==> src/hdl/tli_pkg.sv <==
// tli_pkg: shared types, codes and reset values for the thermal load interlock.
// No dependencies; used by every module of the block.
package tli_pkg;

   localparam int TICK_WIDTH_DEF = 32;
   localparam int TEMP_WIDTH_DEF = 16;
   localparam int CSR_DATA_WIDTH = 32;
   localparam int CSR_INDEX_WIDTH = 3;
   localparam int KIND_WIDTH = 3;

   localparam logic [KIND_WIDTH-1:0] KIND_IDLE      = 3'd0;
   localparam logic [KIND_WIDTH-1:0] KIND_HEATING   = 3'd1;
   localparam logic [KIND_WIDTH-1:0] KIND_COOL_SLOW = 3'd2;
   localparam logic [KIND_WIDTH-1:0] KIND_COOL_FAST = 3'd3;
   localparam logic [KIND_WIDTH-1:0] KIND_ALL_OFF   = 3'd4;

   localparam logic [CSR_INDEX_WIDTH-1:0] CSR_MIN_ON_TICKS  = 3'd0;
   localparam logic [CSR_INDEX_WIDTH-1:0] CSR_MIN_OFF_TICKS = 3'd1;
   localparam logic [CSR_INDEX_WIDTH-1:0] CSR_HEATER_OFFSET = 3'd2;
   localparam logic [CSR_INDEX_WIDTH-1:0] CSR_HEATER_BAND   = 3'd3;
   localparam logic [CSR_INDEX_WIDTH-1:0] CSR_HEADROOM_ON   = 3'd4;
   localparam logic [CSR_INDEX_WIDTH-1:0] CSR_HEADROOM_BAND = 3'd5;

   localparam logic [31:0]        RST_MIN_ON_TICKS  = 32'd60000;
   localparam logic [31:0]        RST_MIN_OFF_TICKS = 32'd180000;
   localparam logic signed [15:0] RST_HEATER_OFFSET = 16'sd160;
   localparam logic [14:0]        RST_HEATER_BAND   = 15'd16;
   localparam logic [15:0]        RST_HEADROOM_ON   = 16'd160;
   localparam logic [15:0]        RST_HEADROOM_BAND = 16'd32;

   typedef struct packed {
      logic [31:0]        min_on_ticks;
      logic [31:0]        min_off_ticks;
      logic signed [15:0] heater_offset;
      logic [14:0]        heater_band;
      logic [15:0]        headroom_on;
      logic [15:0]        headroom_band;
   } cfg_type;

   // per-mode control decoded from kind
   typedef struct packed {
      logic heat_eval;      // heater hysteresis evaluated, else cleared
      logic want;           // compressor requested
      logic cooling;        // cooling demand forces condenser fan
      logic ifan;           // internal fan
      logic headroom;       // condenser fan may follow headroom hysteresis
      logic headroom_clear; // headroom hysteresis forced off
   } mode_type;

   function automatic mode_type decode_kind(input logic [KIND_WIDTH-1:0] kind);
      mode_type m;
      m = '0;
      unique case (kind)
         KIND_IDLE: begin
            m.ifan = 1'b1;
            m.headroom = 1'b1;
         end
         KIND_HEATING: begin
            m.heat_eval = 1'b1;
            m.ifan = 1'b1;
            m.headroom = 1'b1;
         end
         KIND_COOL_SLOW: begin
            m.cooling = 1'b1;
            m.ifan = 1'b1;
         end
         KIND_COOL_FAST: begin
            m.want = 1'b1;
            m.cooling = 1'b1;
            m.ifan = 1'b1;
         end
         default: begin
            // all_off and unused codes
            m.headroom_clear = 1'b1;
         end
      endcase
      return m;
   endfunction

endpackage

==> src/hdl/tli_csr.sv <==
// tli_csr: configuration registers with write port and reset values.
// Depends on tli_pkg.
module tli_csr (
   input  logic                                 clock,
   input  logic                                 reset,
   input  logic                                 csr_write,
   input  logic [tli_pkg::CSR_INDEX_WIDTH-1:0]  csr_index,
   input  logic [tli_pkg::CSR_DATA_WIDTH-1:0]   csr_data,
   output tli_pkg::cfg_type                     cfg
);

   tli_pkg::cfg_type cfg_ff, cfg_in;

   always_comb begin
      cfg_in = cfg_ff;
      if (csr_write) begin
         unique case (csr_index)
            tli_pkg::CSR_MIN_ON_TICKS:  cfg_in.min_on_ticks  = csr_data[31:0];
            tli_pkg::CSR_MIN_OFF_TICKS: cfg_in.min_off_ticks = csr_data[31:0];
            tli_pkg::CSR_HEATER_OFFSET: cfg_in.heater_offset = signed'(csr_data[15:0]);
            tli_pkg::CSR_HEATER_BAND:   cfg_in.heater_band   = csr_data[14:0];
            tli_pkg::CSR_HEADROOM_ON:   cfg_in.headroom_on   = csr_data[15:0];
            tli_pkg::CSR_HEADROOM_BAND: cfg_in.headroom_band = csr_data[15:0];
            default: ;
         endcase
      end
   end

   always_ff @(posedge clock) begin
      if (reset) begin
         cfg_ff.min_on_ticks  <= tli_pkg::RST_MIN_ON_TICKS;
         cfg_ff.min_off_ticks <= tli_pkg::RST_MIN_OFF_TICKS;
         cfg_ff.heater_offset <= tli_pkg::RST_HEATER_OFFSET;
         cfg_ff.heater_band   <= tli_pkg::RST_HEATER_BAND;
         cfg_ff.headroom_on   <= tli_pkg::RST_HEADROOM_ON;
         cfg_ff.headroom_band <= tli_pkg::RST_HEADROOM_BAND;
      end else begin
         cfg_ff <= cfg_in;
      end
   end

   assign cfg = cfg_ff;

endmodule

==> src/hdl/tli_compressor.sv <==
// tli_compressor: compressor contactor with minimum on/off times, wrapping ticks.
// Depends on tli_pkg. Gives next state combinationally, commits it on step.
module tli_compressor #(
   parameter int TICK_WIDTH = tli_pkg::TICK_WIDTH_DEF
) (
   input  logic                  clock,
   input  logic                  reset,
   input  logic                  step,
   input  logic                  want,
   input  logic [TICK_WIDTH-1:0] now,
   input  tli_pkg::cfg_type      cfg,
   output logic                  running_next,
   output logic [TICK_WIDTH-1:0] on_since_next,
   output logic [TICK_WIDTH-1:0] off_since_next
);

   localparam int NowBits = (TICK_WIDTH < 32) ? TICK_WIDTH : 32;

   logic                  running_ff, running_in;
   logic [TICK_WIDTH-1:0] on_since_ff, on_since_in;
   logic [TICK_WIDTH-1:0] off_since_ff, off_since_in;
   logic [TICK_WIDTH-1:0] now_eff;
   logic [TICK_WIDTH-1:0] min_on, min_off;
   logic                  may_on, may_off;

   // tick time is at most 32 bits wide
   assign now_eff = TICK_WIDTH'(now[NowBits-1:0]);
   assign min_on  = TICK_WIDTH'(cfg.min_on_ticks);
   assign min_off = TICK_WIDTH'(cfg.min_off_ticks);

   // since == 0 means never: switch allowed at once
   assign may_on  = (off_since_ff == '0) || ((now_eff - off_since_ff) >= min_off);
   assign may_off = (on_since_ff == '0) || ((now_eff - on_since_ff) >= min_on);

   always_comb begin
      running_in   = running_ff;
      on_since_in  = on_since_ff;
      off_since_in = off_since_ff;
      if (want && !running_ff && may_on) begin
         running_in   = 1'b1;
         on_since_in  = now_eff;
         off_since_in = '0;
      end else if (!want && running_ff && may_off) begin
         running_in   = 1'b0;
         off_since_in = now_eff;
         on_since_in  = '0;
      end
   end

   always_ff @(posedge clock) begin
      if (reset) begin
         running_ff   <= 1'b0;
         on_since_ff  <= '0;
         off_since_ff <= '0;
      end else if (step) begin
         running_ff   <= running_in;
         on_since_ff  <= on_since_in;
         off_since_ff <= off_since_in;
      end
   end

   assign running_next   = running_in;
   assign on_since_next  = on_since_in;
   assign off_since_next = off_since_in;

endmodule

==> src/hdl/tli_loads.sv <==
// tli_loads: heater and condenser fan hysteresis with their state bits.
// Depends on tli_pkg; uses the compressor's next running state.
module tli_loads #(
   parameter int TEMP_WIDTH = tli_pkg::TEMP_WIDTH_DEF
) (
   input  logic                         clock,
   input  logic                         reset,
   input  logic                         step,
   input  tli_pkg::mode_type            mode,
   input  logic                         running,
   input  tli_pkg::cfg_type             cfg,
   input  logic signed [TEMP_WIDTH-1:0] air_setpoint,
   input  logic signed [TEMP_WIDTH-1:0] heater_temp,
   input  logic                         heater_temp_ok,
   input  logic signed [TEMP_WIDTH-1:0] comp_temp,
   input  logic                         comp_temp_ok,
   input  logic signed [TEMP_WIDTH-1:0] outside_temp,
   input  logic                         outside_temp_ok,
   output logic                         heater_drive,
   output logic                         condenser_fan_drive
);

   localparam int BaseW = (TEMP_WIDTH > 16) ? TEMP_WIDTH : 16;
   localparam int HeatW = BaseW + 3;
   localparam int RoomW = BaseW + 2;

   logic heater_hyst_ff, heater_hyst_in;
   logic headroom_hyst_ff, headroom_hyst_in;

   logic signed [HeatW-1:0] target, lo, hi, temp_h, band_h;
   logic signed [RoomW-1:0] delta, on_th, off_th, band_r;
   logic                    fan_forced;

   assign band_h = HeatW'(cfg.heater_band);
   assign target = HeatW'(air_setpoint) + HeatW'(cfg.heater_offset);
   assign lo     = target - band_h;
   assign hi     = target + band_h;
   assign temp_h = HeatW'(heater_temp);

   always_comb begin
      heater_hyst_in = 1'b0;
      if (mode.heat_eval && heater_temp_ok) begin
         if (heater_hyst_ff) begin
            heater_hyst_in = !(temp_h > hi);
         end else begin
            heater_hyst_in = temp_h < lo;
         end
      end
   end

   assign band_r = RoomW'(cfg.headroom_band);
   assign on_th  = RoomW'(cfg.headroom_on);
   assign off_th = on_th - band_r;
   assign delta  = RoomW'(comp_temp) - RoomW'(outside_temp);

   assign fan_forced = mode.cooling || running;

   // headroom state moves only when it decides the fan, or when it is forced off
   always_comb begin
      headroom_hyst_in = headroom_hyst_ff;
      if (mode.headroom_clear) begin
         headroom_hyst_in = 1'b0;
      end else if (mode.headroom && !fan_forced) begin
         if (!(comp_temp_ok && outside_temp_ok)) begin
            headroom_hyst_in = 1'b0;
         end else if (headroom_hyst_ff) begin
            headroom_hyst_in = !(delta < off_th);
         end else begin
            headroom_hyst_in = delta > on_th;
         end
      end
   end

   always_ff @(posedge clock) begin
      if (reset) begin
         heater_hyst_ff   <= 1'b0;
         headroom_hyst_ff <= 1'b0;
      end else if (step) begin
         heater_hyst_ff   <= heater_hyst_in;
         headroom_hyst_ff <= headroom_hyst_in;
      end
   end

   assign heater_drive        = mode.heat_eval && heater_hyst_in && !running;
   assign condenser_fan_drive = fan_forced || (mode.headroom && headroom_hyst_in);

endmodule

==> src/hdl/thermal_load_interlock.sv <==
// thermal_load_interlock: top level. An accepted item passes the input register, then
// the result register, before it can be taken from rsp. Throughput one item per cycle
// while rsp_stall is low; the only feedback is the state committed on each step.
// While a result is held, the input register takes one more item, then req_stall rises.
// Synchronous active-high reset empties both stages, loads register defaults and clears
// compressor, since and hysteresis state.
module thermal_load_interlock #(
   parameter int TICK_WIDTH = tli_pkg::TICK_WIDTH_DEF,
   parameter int TEMP_WIDTH = tli_pkg::TEMP_WIDTH_DEF
) (
   input  logic                                clock,
   input  logic                                reset,
   input  logic                                req_valid,
   output logic                                req_stall,
   input  logic [tli_pkg::KIND_WIDTH-1:0]      req_kind,
   input  logic [TICK_WIDTH-1:0]               req_now_tick,
   input  logic signed [TEMP_WIDTH-1:0]        req_air_setpoint,
   input  logic signed [TEMP_WIDTH-1:0]        req_heater_temp,
   input  logic                                req_heater_temp_ok,
   input  logic signed [TEMP_WIDTH-1:0]        req_comp_temp,
   input  logic                                req_comp_temp_ok,
   input  logic signed [TEMP_WIDTH-1:0]        req_outside_temp,
   input  logic                                req_outside_temp_ok,
   output logic                                rsp_valid,
   input  logic                                rsp_stall,
   output logic                                rsp_heater_drive,
   output logic                                rsp_compressor_drive,
   output logic                                rsp_condenser_fan_drive,
   output logic                                rsp_chamber_fan_drive,
   output logic [TICK_WIDTH-1:0]               rsp_on_since_out,
   output logic [TICK_WIDTH-1:0]               rsp_off_since_out,
   input  logic                                csr_write,
   input  logic [tli_pkg::CSR_INDEX_WIDTH-1:0] csr_index,
   input  logic [tli_pkg::CSR_DATA_WIDTH-1:0]  csr_data
);

   tli_pkg::cfg_type  cfg;
   tli_pkg::mode_type mode;

   logic in_valid_ff, in_valid_in;
   logic rsp_valid_ff, rsp_valid_in;
   logic advance, accept, step;

   logic [tli_pkg::KIND_WIDTH-1:0] kind_ff;
   logic [TICK_WIDTH-1:0]          now_ff;
   logic signed [TEMP_WIDTH-1:0]   sp_ff, ht_ff, ct_ff, at_ff;
   logic                           hok_ff, cok_ff, aok_ff;

   logic                  running_next;
   logic [TICK_WIDTH-1:0] on_since_next, off_since_next;
   logic                  heat_next, cond_next;

   logic                  heat_ff, comp_ff, cond_ff, ifan_ff;
   logic [TICK_WIDTH-1:0] on_ff, off_ff;

   assign advance   = !rsp_valid_ff || !rsp_stall;
   assign req_stall = in_valid_ff && !advance;
   assign accept    = req_valid && !req_stall;
   assign step      = in_valid_ff && advance;

   always_comb begin
      in_valid_in = in_valid_ff;
      if (accept) begin
         in_valid_in = 1'b1;
      end else if (advance) begin
         in_valid_in = 1'b0;
      end
      rsp_valid_in = advance ? in_valid_ff : rsp_valid_ff;
   end

   always_ff @(posedge clock) begin
      if (reset) begin
         in_valid_ff  <= 1'b0;
         rsp_valid_ff <= 1'b0;
      end else begin
         in_valid_ff  <= in_valid_in;
         rsp_valid_ff <= rsp_valid_in;
      end
   end

   always_ff @(posedge clock) begin
      if (accept) begin
         kind_ff <= req_kind;
         now_ff  <= req_now_tick;
         sp_ff   <= req_air_setpoint;
         ht_ff   <= req_heater_temp;
         hok_ff  <= req_heater_temp_ok;
         ct_ff   <= req_comp_temp;
         cok_ff  <= req_comp_temp_ok;
         at_ff   <= req_outside_temp;
         aok_ff  <= req_outside_temp_ok;
      end
   end

   assign mode = tli_pkg::decode_kind(kind_ff);

   tli_csr u_csr (
      .clock     (clock),
      .reset     (reset),
      .csr_write (csr_write),
      .csr_index (csr_index),
      .csr_data  (csr_data),
      .cfg       (cfg)
   );

   tli_compressor #(.TICK_WIDTH(TICK_WIDTH)) u_compressor (
      .clock          (clock),
      .reset          (reset),
      .step           (step),
      .want           (mode.want),
      .now            (now_ff),
      .cfg            (cfg),
      .running_next   (running_next),
      .on_since_next  (on_since_next),
      .off_since_next (off_since_next)
   );

   tli_loads #(.TEMP_WIDTH(TEMP_WIDTH)) u_loads (
      .clock               (clock),
      .reset               (reset),
      .step                (step),
      .mode                (mode),
      .running             (running_next),
      .cfg                 (cfg),
      .air_setpoint        (sp_ff),
      .heater_temp         (ht_ff),
      .heater_temp_ok      (hok_ff),
      .comp_temp           (ct_ff),
      .comp_temp_ok        (cok_ff),
      .outside_temp        (at_ff),
      .outside_temp_ok     (aok_ff),
      .heater_drive        (heat_next),
      .condenser_fan_drive (cond_next)
   );

   always_ff @(posedge clock) begin
      if (step) begin
         heat_ff <= heat_next;
         comp_ff <= running_next;
         cond_ff <= cond_next;
         ifan_ff <= mode.ifan;
         on_ff   <= on_since_next;
         off_ff  <= off_since_next;
      end
   end

   assign rsp_valid               = rsp_valid_ff;
   assign rsp_heater_drive        = heat_ff;
   assign rsp_compressor_drive    = comp_ff;
   assign rsp_condenser_fan_drive = cond_ff;
   assign rsp_chamber_fan_drive   = ifan_ff;
   assign rsp_on_since_out        = on_ff;
   assign rsp_off_since_out       = off_ff;

endmodule

==> config.mk <==
export PLATFORM = sky130hd
export DESIGN_NAME = thermal_load_interlock
export DESIGN_NICKNAME = d
export VERILOG_FILES = /design/src/hdl/tli_pkg.sv /design/src/hdl/tli_csr.sv /design/src/hdl/tli_compressor.sv /design/src/hdl/tli_loads.sv /design/src/hdl/thermal_load_interlock.sv
export SDC_FILE = /design/constraint.sdc
export NUM_CORES = 1
export LEC_CHECK = 0
export BUFFER_PORTS_ARGS = -buffer_cell sky130_fd_sc_hd__clkbuf_2
export CORE_MARGIN = 1.5
export CORE_UTILIZATION = 45
export DETAILED_ROUTE_END_ITERATION = 7
export GPL_TIMING_DRIVEN = 0
export HOLD_SLACK_MARGIN = 0.08
export PLACE_DENSITY = 0.73
export SLEW_MARGIN = 0
export SYNTH_ARGS = -nofsm -noshare
export SYNTH_HDL_FRONTEND = slang
export SYNTH_SLANG_ARGS = --single-unit
==> constraint.sdc <==
create_clock -name clock -period 7.49 [get_ports clock]
set_input_delay 1.1235 -clock clock [delete_from_list [all_inputs] [get_ports clock]]
set_output_delay 1.1235 -clock clock [all_outputs]
set_load 0.02 [all_outputs]
==> results of run 1 <==
## layer usage
layer,up-vias,global-route usage [%]
met5,-,0
met4,8,9.44
met3,135,4.88
met2,540,39.1
met1,9103,30.5
li1,9437,-
## final cells by class
type | instances | area (sq um) | share of cell area, %
clock inverters | 20 | 165 | 0.630
repair buffers | 215 | 1140 | 4.36
clock buffers | 58 | 1150 | 4.40
flip-flops and latches | 366 | 9030 | 34.4
inverters | 235 | 882 | 3.37
plain buffers | 81 | 364 | 1.39
well taps | 672 | 841 | 3.21
multi-input cells | 1827 | 12600 | 48.2
diodes | 4 | 10.0 | 0.0382
## state kept, by name, summed over array words and instances (netlist names), 32 cells and up
signal and flops:
rsp_off_since_out 32, rsp_on_since_out 32, u_compressor.off_since_ff 32, u_csr.cfg 127, u_compressor.on_since_ff 32, now_ff 32
## how the worst max path moves through the flow
stage / end / cells after the start
6_report: rsp_condenser_fan_drive / 24
5_1_grt: rsp_condenser_fan_drive / 24
4_1_cts: rsp_condenser_fan_drive / 22
3_5_place_dp: rsp_condenser_fan_drive / 24
3_3_place_gp: kind_ff[1] / 3
2_1_floorplan: aok_ff / 2
## placed cells by master (no fill, tap or decap), drive strengths merged, types with 6 or more instances in the layout
master     n
nand2    358
clkbuf   331
ha       274
inv      242
a21oi    215
dfxtp    196
nor2     172
edfxtp   170
xnor2     89
o21ai     73
a21o      63
nand3b    39
nand3     35
a311oi    35
nor2b     35
a22o      33
mux2i     32
xor2      30
o21a      27
nand2b    26
nand4     25
a211o     25
nor4      24
nor3      23
buf       23
and3      18
a211oi    16
a31oi     14
and2      14
o211ai    13
a21boi    12
o31ai     11
clkinv    11
or3       10
o21bai     9
fa         7
o2111ai    6
a31o       6
## power by group through the flow
stage	clock network, mW	logic, mW	registers [mW]
3_3_place_gp	0	1.26	2.31
2_1_floorplan	0	0.935	2.31
6_report	2.01	1.34	2.26
3_5_place_dp	0	1.33	2.30
4_1_cts	2.04	1.34	2.26
5_1_grt	2.11	1.51	2.27
## cell families (layout without fill, tap and decap cells)
family	Yosys count	count (layout)	share of synthesized area, %
fa+ha+maj	281	281	15.6
other cells	0	4	0
mux	32	32	1.40
xor+xnor	119	119	4.55
flops	366	366	39.5
compound gates	598	598	17.5
buf+inv	316	609	5.43
simple gates	797	797	16.0
## worst min-delay path: stages (launching register included)
cell,delay [ns]
dfxtp_1,0.31
nand2_1,0.05
a21oi_1,0.05
==> results.md, run 1 <==
- Nets: 3191
- Worst Slack Setup Final: 1.20 ns
- Mapped Area: 0.0229 sq mm
- Vias in the first global route: 19200
- Buf+Inv Stages, Crit Path: 5
- Synth Instances: 2509
- Psw: 1.72 mW
- Largest cells by area after synthesis: edfxtp_1 (22%), dfxtp_1 (17%), ha_1 (15%)
- Max-Slew Margin vs Limit: 35.5%
- PD cells: 214 mW/mm^2
- Kind of cell adding the most delay to the critical path: compound AO/OA/AOI/OAI gates
- Crit Reg-Reg Startpoint: now_ff[0]
- Seq cells post-synth: 366
- Setup_tns: 0 ns
- Synth area leader: edfxtp_1
- Register area share after synthesis: 39.5%
- Sw Share: 30.7%
- Cell internal pwr: 3.89 mW
- Status: finished clean
- Routed wl met3: 4060 microns
- Setup Buffers After CTS: 0
- Worst hold start: u_csr.cfg[97]
- Hold Path End: u_csr.cfg[97]
- Cts hold-fix bufs: 0
- Wire per inst: 18.1 microns
- Unique cell type count in the Yosys netlist: 81
- # port buffers: 211
- CP max FO: 10
- Main synth FF type: dfxtp_1
- Crit-path max cell delay: 0.45 ns
- Total number of H-tree levels: 2
- Slowest-stage cell, CP: edfxtp_1
- Worst-Skew Late Latency: 0.59 ns
- CP startpoint: now_ff[0]
- Worst Setup Start Kind: register
- Std cell rows: 82
- Global-route wire length before repair: 99500 microns
- Worst reg2reg path depth: 24
- Leak pwr: 11.0 nW
- Hold Violations, Final: 0
- Starting Density: 45.6%
- WL final: 62900 microns
- Peak supply drop: 0.174 mV
- Hold path cells: 2
- Tot Pwr: 5.61 mW
- WL met1: 27600 microns
- Initial antenna violation count: 9
- Worst Tran Pin Value: 0.968 ns
- Via count: 19200
- Clock Skews: 0.0206 ns
- Combinational power share: 23.9%
- Via density: 5.53
- Slew Limit Fails: 0
- Filler cells: 4607
- CTS tree: done
- Congestion Overflow GR: 0
- Total global routing track utilization: 23.8%
- Cell Chain, Critical Path: inv_1, ha_1, inv_1, fa_1, a211oi_1, o211a_1, o22ai_1, o21a_1, a31o_2, o21ai_2, o21ai_1, a221oi_1, xnor2_1, ha_1, a21o_1, a221oi_1, o211a_1, o211ai_1, and3_1, buf_2, clkbuf_1, a21oi_2, inv_2, a211o_1
- Arrival time of the worst setup path: 6.63 ns
- Area share of the largest cell type after synthesis: 22.3%
- Core Footprint: 0.0502 sq mm
- Max Freq: 159 MHz
- Reg power frac: 40.3%
- Post-Syn Nets: 2932
- Final instance area: 0.0262 sq mm
- Final core utilization: 52.2%
- Sink Count: 366
- Share of cells above drive strength 1: 11.4%
- Clock power share: 35.8%
- DR iter-0 viols: 1375
- GPL Wtd Cong: 0.894
- Hold Crit Class: register to register
- Critical Path RT: 7.83 ns
- Tcrit/Tclk final: 84.0%
- I/O pin count: 212
- CTS Root Cell: clkbuf_16
- RR Endpoint: rsp_condenser_fan_drive
- Die width: 229 microns
- Bufs on Longest Clock Path: 3
- Hold slack: 0.455 ns
- Chip Height: 229 microns
- PostCTS Resize Cnt: 0
- Final antenna-violating net count: 0
- Synth Warn #: 0
- Most numerous cell in the Yosys netlist: nand2_1
- DR WL met2: 28900 microns
- Area post-placement: 0.0249 sq mm
- Drt first pass iters: 6
- Top sig layer: met5
- Post-DP HPWL: 49600 microns
- Post-route DRC: 0
- DP Cell Count: 3396
- Crit end category: register
- Tmin final: 6.29 ns
- RSZ-0062 raised after global routing: false
- Number of CTS-inserted buffers: 42
- Largest net degree at the start of global routing: 72
- Max-cap check violation count: 0
- Share of flip-flops with an asynchronous set or reset: 0%
- Number of synthesized flops with an enable pin: 170
- Final setup viols: 0
- Worst R2R Setup Slack: 1.20 ns
- Area growth syn-to-layout: 14.5%
- Top cells by count, synth: nand2_1 (358), ha_1 (274), inv_1 (234)
- Clock transition at the registers of the reported paths: 0.06 ns
- Setup CP Type: register to register
- Final Non-Filler Cells: 3478
- Mean area per synthesized cell: 9.12 sq um
- Post-place setup slack: 1.34 ns
- Die area: 0.0522 sq mm
(Power assumes the default switching activity.)
==> run 2, diff against run 1 <==
--- a/config.mk
+++ b/config.mk
@@ -5,6 +5,7 @@
 export SDC_FILE = /design/constraint.sdc
 export NUM_CORES = 1
 export LEC_CHECK = 0
+export ABC_AREA = 1
 export BUFFER_PORTS_ARGS = -buffer_cell sky130_fd_sc_hd__clkbuf_2
 export CORE_MARGIN = 1.5
 export CORE_UTILIZATION = 45
==> constraint.sdc (replaced) <==
create_clock -name clock -period 5.9 [get_ports clock]
set_input_delay 0.885 -clock clock [delete_from_list [all_inputs] [get_ports clock]]
set_output_delay 0.885 -clock clock [all_outputs]
set_load 0.02 [all_outputs]
==> run 2 against run 1 <==
  * Via count rose by 4.1%
  * Sequential power rose by 28%
  * Power rose by 41%
  * Sequential share of layout area fell by 0.24 points
  * Design area rose by 0.69%
  * Count of clock-buffer cells in the layout rose by 6
  * Clock skew rose by 0.0014 ns
  * First-iteration DRC count rose by 3.6%
  * Combinational power rose by 72%
  * Largest cell class unchanged
  * Largest power group unchanged
  * Highest routed layer is now met4
==> results.md, run 2 <==
- Share of cells above drive strength 1: 10.4% (-1.0 points)
- Unique cell type count in the Yosys netlist: 50 (-38%)
- Via count: 20000 (+4.1%)
- Top cells by count, synth: inv_1 (431), nand2_1 (409), a21oi_1 (346)
- RR Endpoint: rsp_off_since_out[0]
- Register area share after synthesis: 39.3% (-0.20 points)
- CTS tree: done
- Post-DP HPWL: 50800 microns (+2.4%)
- Max FFs per register: 127 (unchanged)
- Largest cells by area after synthesis: edfxtp_1 (22%), dfxtp_1 (17%), ha_1 (15%)
- Hold Path End: u_csr.cfg[70]
- Worst Tran Pin Value: 1.38 ns (+0.411 ns)
- Share of flip-flops with an asynchronous set or reset: 0% (unchanged)
- ANT cells: 0 (-4)
- Nets: 3484 (+9.2%)
- Std cell rows: 82 (unchanged)
- Worst-Skew Late Latency: 0.58 ns (about the same)
- Synth area leader: edfxtp_1
- Tmin final: 5.55 ns (-0.747 ns)
- Final antenna-violating net count: 0 (unchanged)
- Synth Warn #: 0 (unchanged)
- Crit Reg-Reg Startpoint: now_ff[14]
- Global-route wire length before repair: 101000 microns (+1.9%)
- Crit end category: register
- Main synth FF type: dfxtp_1
- DR iter-0 viols: 1424 (+3.6%)
- Sink Count: 366 (unchanged)
- Congestion Overflow GR: 0 (unchanged)
- Largest net degree at the start of global routing: 61 (-15%)
- Status: finished clean
- Number of CTS-inserted buffers: 43 (+2.4%)
- Clock power share: 34.1% (-1.7 points)
- Sw Share: 33.4% (+2.7 points)
- Starting Density: 45.8% (+0.14 points)
- Hold Violations, Final: 0 (unchanged)
- Max Freq: 180 MHz (+13%)
- Reg power frac: 36.7% (-3.6 points)
- Most common cell after layout, fill and taps aside: inv_1
- Cell internal pwr: 5.27 mW (+36%)
- Hold Crit Class: register to register
- Cts hold-fix bufs: 0 (unchanged)
- CTS Root Cell: clkbuf_16
- Final Non-Filler Cells: 3767 (+8.3%)
- RSZ-0062 raised after global routing: false
- Leak pwr: 12.4 nW (+12%)
- Total global routing track utilization: 24.5% (+0.70 points)
- Drt first pass iters: 7 (+1)
- Initial antenna violation count: 0 (-9)
- Core Footprint: 0.0503 sq mm (+0.20%)
- Die area: 0.0525 sq mm (+0.50%)
- Tcrit/Tclk final: 94.0% (+10 points)
- GPL Wtd Cong: 0.967 (+8.2%)
- DP Cell Count: 3688 (+8.6%)
- Total number of H-tree levels: 2 (unchanged)
- Number of synthesized flops with an enable pin: 170 (unchanged)
- Most numerous cell in the Yosys netlist: inv_1
- Tot Pwr: 7.91 mW (+41%)
- Mapped Area: 0.0230 sq mm (+0.51%)
- Post-Syn Nets: 3227 (+10%)
- Die width: 229 microns (+0.25%)
- Vias in the first global route: 18900 (-1.6%)
- Max-cap check violation count: 0 (unchanged)
- PD cells: 300 mW/mm^2 (+40%)
- Worst hold start: u_csr.cfg[70]
- Psw: 2.64 mW (+53%)
- Bufs on Longest Clock Path: 3 (unchanged)
- # port buffers: 210 (-0.47%)
- PostCTS Resize Cnt: 0 (unchanged)
- Clock Skews: 0.0220 ns (+0.00135 ns)
- Clock transition at the registers of the reported paths: 0.06 ns (about the same)
- Slew Limit Fails: 0 (unchanged)
- I/O pin count: 212 (unchanged)
- Worst reg2reg path depth: 21 (-13%)
- Worst R2R Setup Slack: 0.35 ns (-0.84 ns)
- Hold slack: 0.463 ns (+0.00796 ns)
- Setup_tns: 0 ns (unchanged)
- Arrival time of the worst setup path: 5.82 ns (-0.81 ns)
- Setup Buffers After CTS: 0 (unchanged)
- Synth Instances: 2804 (+12%)
- Most frequent cells in the layout: inv_1 (430), nand2_1 (409), a21oi_1 (346)
- Mean area per synthesized cell: 8.20 sq um (-10%)
- Final setup viols: 0 (unchanged)
- Wire per inst: 17.1 microns (-5.3%)
- WL final: 64600 microns (+2.6%)
- Seq cells post-synth: 366 (unchanged)
- Area growth syn-to-layout: 14.7%
- Max-Slew Margin vs Limit: 7.34% (-28 points)
- Chip Height: 229 microns (+0.25%)
- Setup CP Type: register to register
- Post-route DRC: 0 (unchanged)
- CP max FO: 10 (unchanged)
- Critical Path RT: 6.17 ns (-1.66 ns)
- Via density: 5.31 (-3.9%)
- Hold path cells: 2 (unchanged)
- Combinational power share: 29.2% (+5.3 points)
- Worst Setup Start Kind: register
- Area share of the largest cell type after synthesis: 22.2% (-0.11 points)
- Peak supply drop: 0.269 mV (+54%)
run 2: cell types whose count changed in the layout (fill, tap and decap cells not counted), moves of 51 or more:
| cell | delta |
|---|---|
| xnor2_1 | -57 |
| o21ai_0 | +192 |
| xor2_1 | +66 |
| nand3_1 | +88 |
| nand2_1 | +51 |
| inv_1 | +196 |
| a21oi_1 | +134 |
| a21o_1 | -53 |
run 2: through the flow:
stage	util [%]	area (sq um)	setup WS, ns
final	52.5	26400	0.353
after global routing	52.5	26400	0.0168
after detailed placement	49.6	25000	0.617
after floorplan	-	23000	1.53
after global placement	49.5	24900	0.454
after CTS	52.5	26400	0.600
run 2: critical path, stage by stage (launching register included):
cell      delay [ns]
edfxtp_1        0.50
ha_1            0.41
nand2_1         0.14
nor4_1          0.54
nand2_1         0.13
o211ai_2        0.38
nand3_1         0.12
nand2_1         0.16
nand3_1         0.09
nand3_1         0.12
xor2_1          0.16
ha_1            0.26
a21oi_1         0.16
o21a_1          0.14
nand2_1         0.09
a21oi_1         0.18
nand4_1         0.27
nand2_1         0.36
clkbuf_1        0.61
nand2_1         0.10
o211ai_1        0.15
inv_1           0.20
run 2: cells by family (layout without fill, tap and decap cells):
| family | Yosys count | count (layout) | share of synthesized area, % |
|---|---|---|---|
| AO/OA/AOI/OAI | 737 | 737 | 17.6 |
| buffers and inverters | 515 | 806 | 8.55 |
| adder cells (fa/ha/maj) | 281 | 281 | 15.5 |
| AND/OR/NAND/NOR | 776 | 776 | 14.1 |
| flip-flops | 366 | 366 | 39.3 |
| XOR/XNOR | 129 | 129 | 4.99 |
run 2: power by group through the flow:
stage / combinational (mW) / clock [mW] / sequential, mW
floorplan: 1.60 / 0 / 2.97
global placement: 2.23 / 0 / 2.96
detailed placement: 2.28 / 0 / 2.96
CTS: 2.30 / 2.76 / 2.90
global route: 2.63 / 2.86 / 2.92
finish: 2.31 / 2.70 / 2.90
run 2: per-layer routing:
metal  track usage [%]  vias up  routed length (microns)
met5                 0        -                        0
met4              9.27        0                     2320
met3              3.95      128                     4730
met2              38.9      624                    28500
met1              33.4     9198                    29000
li1                  -    10100                        -
run 2: worst max path at each step:
stage                               endpoint  cells past startpoint     startpoint  slack (ns)
5_1_grt                     rsp_heater_drive                     31       sp_ff[0]        0.02
4_1_cts                 rsp_off_since_out[0]                     21     now_ff[13]        0.60
3_5_place_dp            rsp_off_since_out[0]                     21     now_ff[13]        0.62
2_1_floorplan               rsp_heater_drive                     31  u_csr.cfg[47]        1.53
6_report                rsp_off_since_out[0]                     21     now_ff[14]        0.35
3_3_place_gp   u_compressor.off_since_ff[23]                      6      rsp_stall        0.45
run 2: cell type report:
type	instances	area, sq um
buffer	79	333
clock buffer	64	1300
clock inverter	15	134
fill	4866	23900
inverter	436	1640
multi-input combinational	1923	12000
sequential	366	9030
tap	672	841
timing repair buffer	212	1110
==> run 3, diff against run 2 <==
--- a/config.mk
+++ b/config.mk
@@ -9,10 +9,12 @@
 export BUFFER_PORTS_ARGS = -buffer_cell sky130_fd_sc_hd__clkbuf_2
 export CORE_MARGIN = 1.5
 export CORE_UTILIZATION = 45
+export CTS_CLUSTER_DIAMETER = 80
 export DETAILED_ROUTE_END_ITERATION = 7
 export GPL_TIMING_DRIVEN = 0
 export HOLD_SLACK_MARGIN = 0.08
-export PLACE_DENSITY = 0.73
+export PLACE_DENSITY = 0.76
+export RECOVER_POWER = 100
 export SLEW_MARGIN = 0
 export SYNTH_ARGS = -nofsm -noshare
 export SYNTH_HDL_FRONTEND = slang
==> constraint.sdc (replaced) <==
create_clock -name clock -period 4.7 [get_ports clock]
set_input_delay 0.705 -clock clock [delete_from_list [all_inputs] [get_ports clock]]
set_output_delay 0.705 -clock clock [all_outputs]
set_load 0.02 [all_outputs]
==> run 3 against run 2 <==
  * The flow now finishes with violations (capacitance limit, slew limit, setup timing)
  * Global-route usage is 0.15 points higher
  * Highest routed layer unchanged
  * Power up 32%
  * First-iteration DRC count is 8.8% higher
  * Worst setup slack worse by 0.42 ns
==> results.md, run 3 (synthesis gave the netlist of run 2 again) <==
- DR WL met2: 31200 microns (+9.5%)
- Setup CP Type: register to register
- Sink Count: 366 (unchanged)
- Top sig layer: met4
- Via density: 5.40 (+1.6%)
- Slew Limit Fails: 144 (+144)
- Worst Tran Pin Value: 1.97 ns (+0.593 ns)
- Std cell rows: 82 (unchanged)
- Routed wl met3: 4930 microns (+4.3%)
- RSZ-0062 raised after global routing: true
- Worst-Skew Late Latency: 0.58 ns (about the same)
- Bufs on Longest Clock Path: 3 (unchanged)
- DR iter-0 viols: 1550 (+8.8%)
- Most frequent cells in the layout: inv_1 (417), nand2_1 (385), a21oi_1 (311)
- Tcrit/Tclk final: 101% (+7.4 points)
- Tmin final: 4.77 ns (-0.781 ns)
- Post-DP HPWL: 50800 microns (-0.13%)
- CTS tree: done
- Chip Height: 229 microns (unchanged)
- Global-route wire length before repair: 103000 microns (+1.1%)
- Failing checks: capacitance limit, slew limit, setup timing
- Final setup viols: 1 (+1)
- Setup_tns: -0.0663 ns (-0.0663 ns)
- Crit end category: register
- Post-route DRC: 0 (unchanged)
- Core Footprint: 0.0503 sq mm (unchanged)
- Hold Violations, Final: 0 (unchanged)
- Worst Setup Start Kind: register
- Max-cap check violation count: 3 (+3)
- Most common cell after layout, fill and taps aside: inv_1
- Nets: 3554 (+2.0%)
- Area growth syn-to-layout: 21.8%
- Cts hold-fix bufs: 0 (unchanged)
- WL final: 67900 microns (+5.2%)
- WL met1: 29200 microns (+0.57%)
- Via count: 20700 (+3.5%)
- Hold Crit Class: input port to register
- Total number of H-tree levels: 2 (unchanged)
- Final antenna-violating net count: 0 (unchanged)
- Hold slack: 0.296 ns (-0.167 ns)
- Largest net degree at the start of global routing: 62 (+1.6%)
- CTS Root Cell: clkbuf_16
- Wire per inst: 17.7 microns (+3.3%)
- Number of CTS-inserted buffers: 42 (-2.3%)
- Status: complete, but fails checks
- GPL Wtd Cong: 0.950 (-1.8%)
- Leak pwr: 12.6 nW (+2.3%)
- Share of cells above drive strength 1: 15.8% (+5.4 points)
- Filler cells: 4588 (-5.7%)
- Critical Path RT: 5.03 ns (-1.14 ns)
- Multi-input logic area: 0.0132 sq mm (+9.5%)
- Most used cell, CP: nand2_1
- Worst Slack Setup Final: -0.0663 ns (-0.419 ns)
- Congestion Overflow GR: 0 (unchanged)
- Max FFs per register: 127 (unchanged)
- Crit-path max cell delay: 0.45 ns (-0.16 ns)
- Die area: 0.0525 sq mm (unchanged)
- Drt first pass iters: 8 (+1)
- Die width: 229 microns (unchanged)
- I/O pin count: 212 (unchanged)
- Peak supply drop: 0.263 mV (-2.3%)
- Sequential Area: 0.00903 sq mm (unchanged)
- Total global routing track utilization: 24.6% (+0.15 points)
- Vias in the first global route: 19200 (+1.5%)
- Clock transition at the registers of the reported paths: 0.06 ns (about the same)
- Max-Slew Margin vs Limit: -32.2% (-40 points)
- Clock Skews: 0.0154 ns (-0.00657 ns)
- Slowest-stage cell, CP: edfxtp_1
- CP max FO: 4 (-6)
- PD cells: 374 mW/mm^2 (+25%)
- # port buffers: 210 (unchanged)
- Initial antenna violation count: 0 (unchanged)
- Starting Density: 45.8% (unchanged)
- Max Freq: 210 MHz (+16%)
- Arrival time of the worst setup path: 5.10 ns (-0.72 ns)
[run 3: cell types whose count changed in the layout (fill, tap and decap cells not counted), moves of 14 or more]
cell,change
a21oi_1,-35
a21oi_2,+33
buf_4,+68
clkbuf_1,+72
clkbuf_2,-71
ha_1,-51
ha_2,+15
ha_4,+36
nand2_1,-24
nand2_2,+23
o21ai_0,-14
[run 3: timing repair]
action                     in CTS  in global routing
buffers inserted               33                 37
resized for setup              83                171
setup endpoints to repair     132                132
pin swaps                      48                 90
[run 3: final cells by class]
class | instances | area share (%)
repair buffers | 283 | 5.37
plain buffers | 79 | 1.33
inverters | 436 | 5.85
clock inverters | 24 | 1.15
diodes | 2 | 0.0179
multi-input cells | 1923 | 47.0
flip-flops and latches | 366 | 32.2
clock buffers | 53 | 4.08
well taps | 672 | 3.00
[run 3: final timing paths]
path / start / to / slack [ns] / cells past startpoint
min: req_now_tick[19] / now_ff[19] / 0.30 / 1
min reg2reg: u_csr.cfg[88] / u_csr.cfg[88] / 0.46 / 2
max reg2reg: sp_ff[0] / rsp_heater_drive / -0.07 / 33
max: sp_ff[0] / rsp_heater_drive / -0.07 / 33
[run 3: metrics by stage]
stage	total power [mW]	worst slack, ns	cells	cell area [sq um]	utilization [%]
after floorplan	5.74	0.333	2804	23000	-
after global placement	6.51	-0.628	3686	24900	49.5
after detailed placement	6.57	-0.664	3688	25000	49.6
after CTS	10.2	0.00558	3798	27100	53.9
after global routing	11.1	-0.315	3836	28000	55.7
final	10.5	-0.0663	3838	28000	55.7
[run 3: report_power, final]
group	total, mW	leakage (nW)	internal, mW	switching [mW]
Sequential	3.65	3.26	3.55	0.102
Clock	3.50	0.723	2.12	1.38
Combinational	3.31	8.67	1.26	2.05
[run 3: layer usage]
metal | vias up | track usage, %
li1 | 10200 | -
met1 | 9628 | 32.3
met2 | 754 | 39.9
met3 | 153 | 4.59
met4 | 0 | 10.1
met5 | - | 0
[run 3: worst max-delay path: cells and delay by family (launching register included)]
family                   cells  cell delay, ns
AO/OA/AOI/OAI                8            1.14
XOR/XNOR                     2            0.33
adder cells (fa/ha/maj)      4            0.91
buffers and inverters        3            0.20
flip-flops                   1            0.45
AND/OR/NAND/NOR             16            1.48
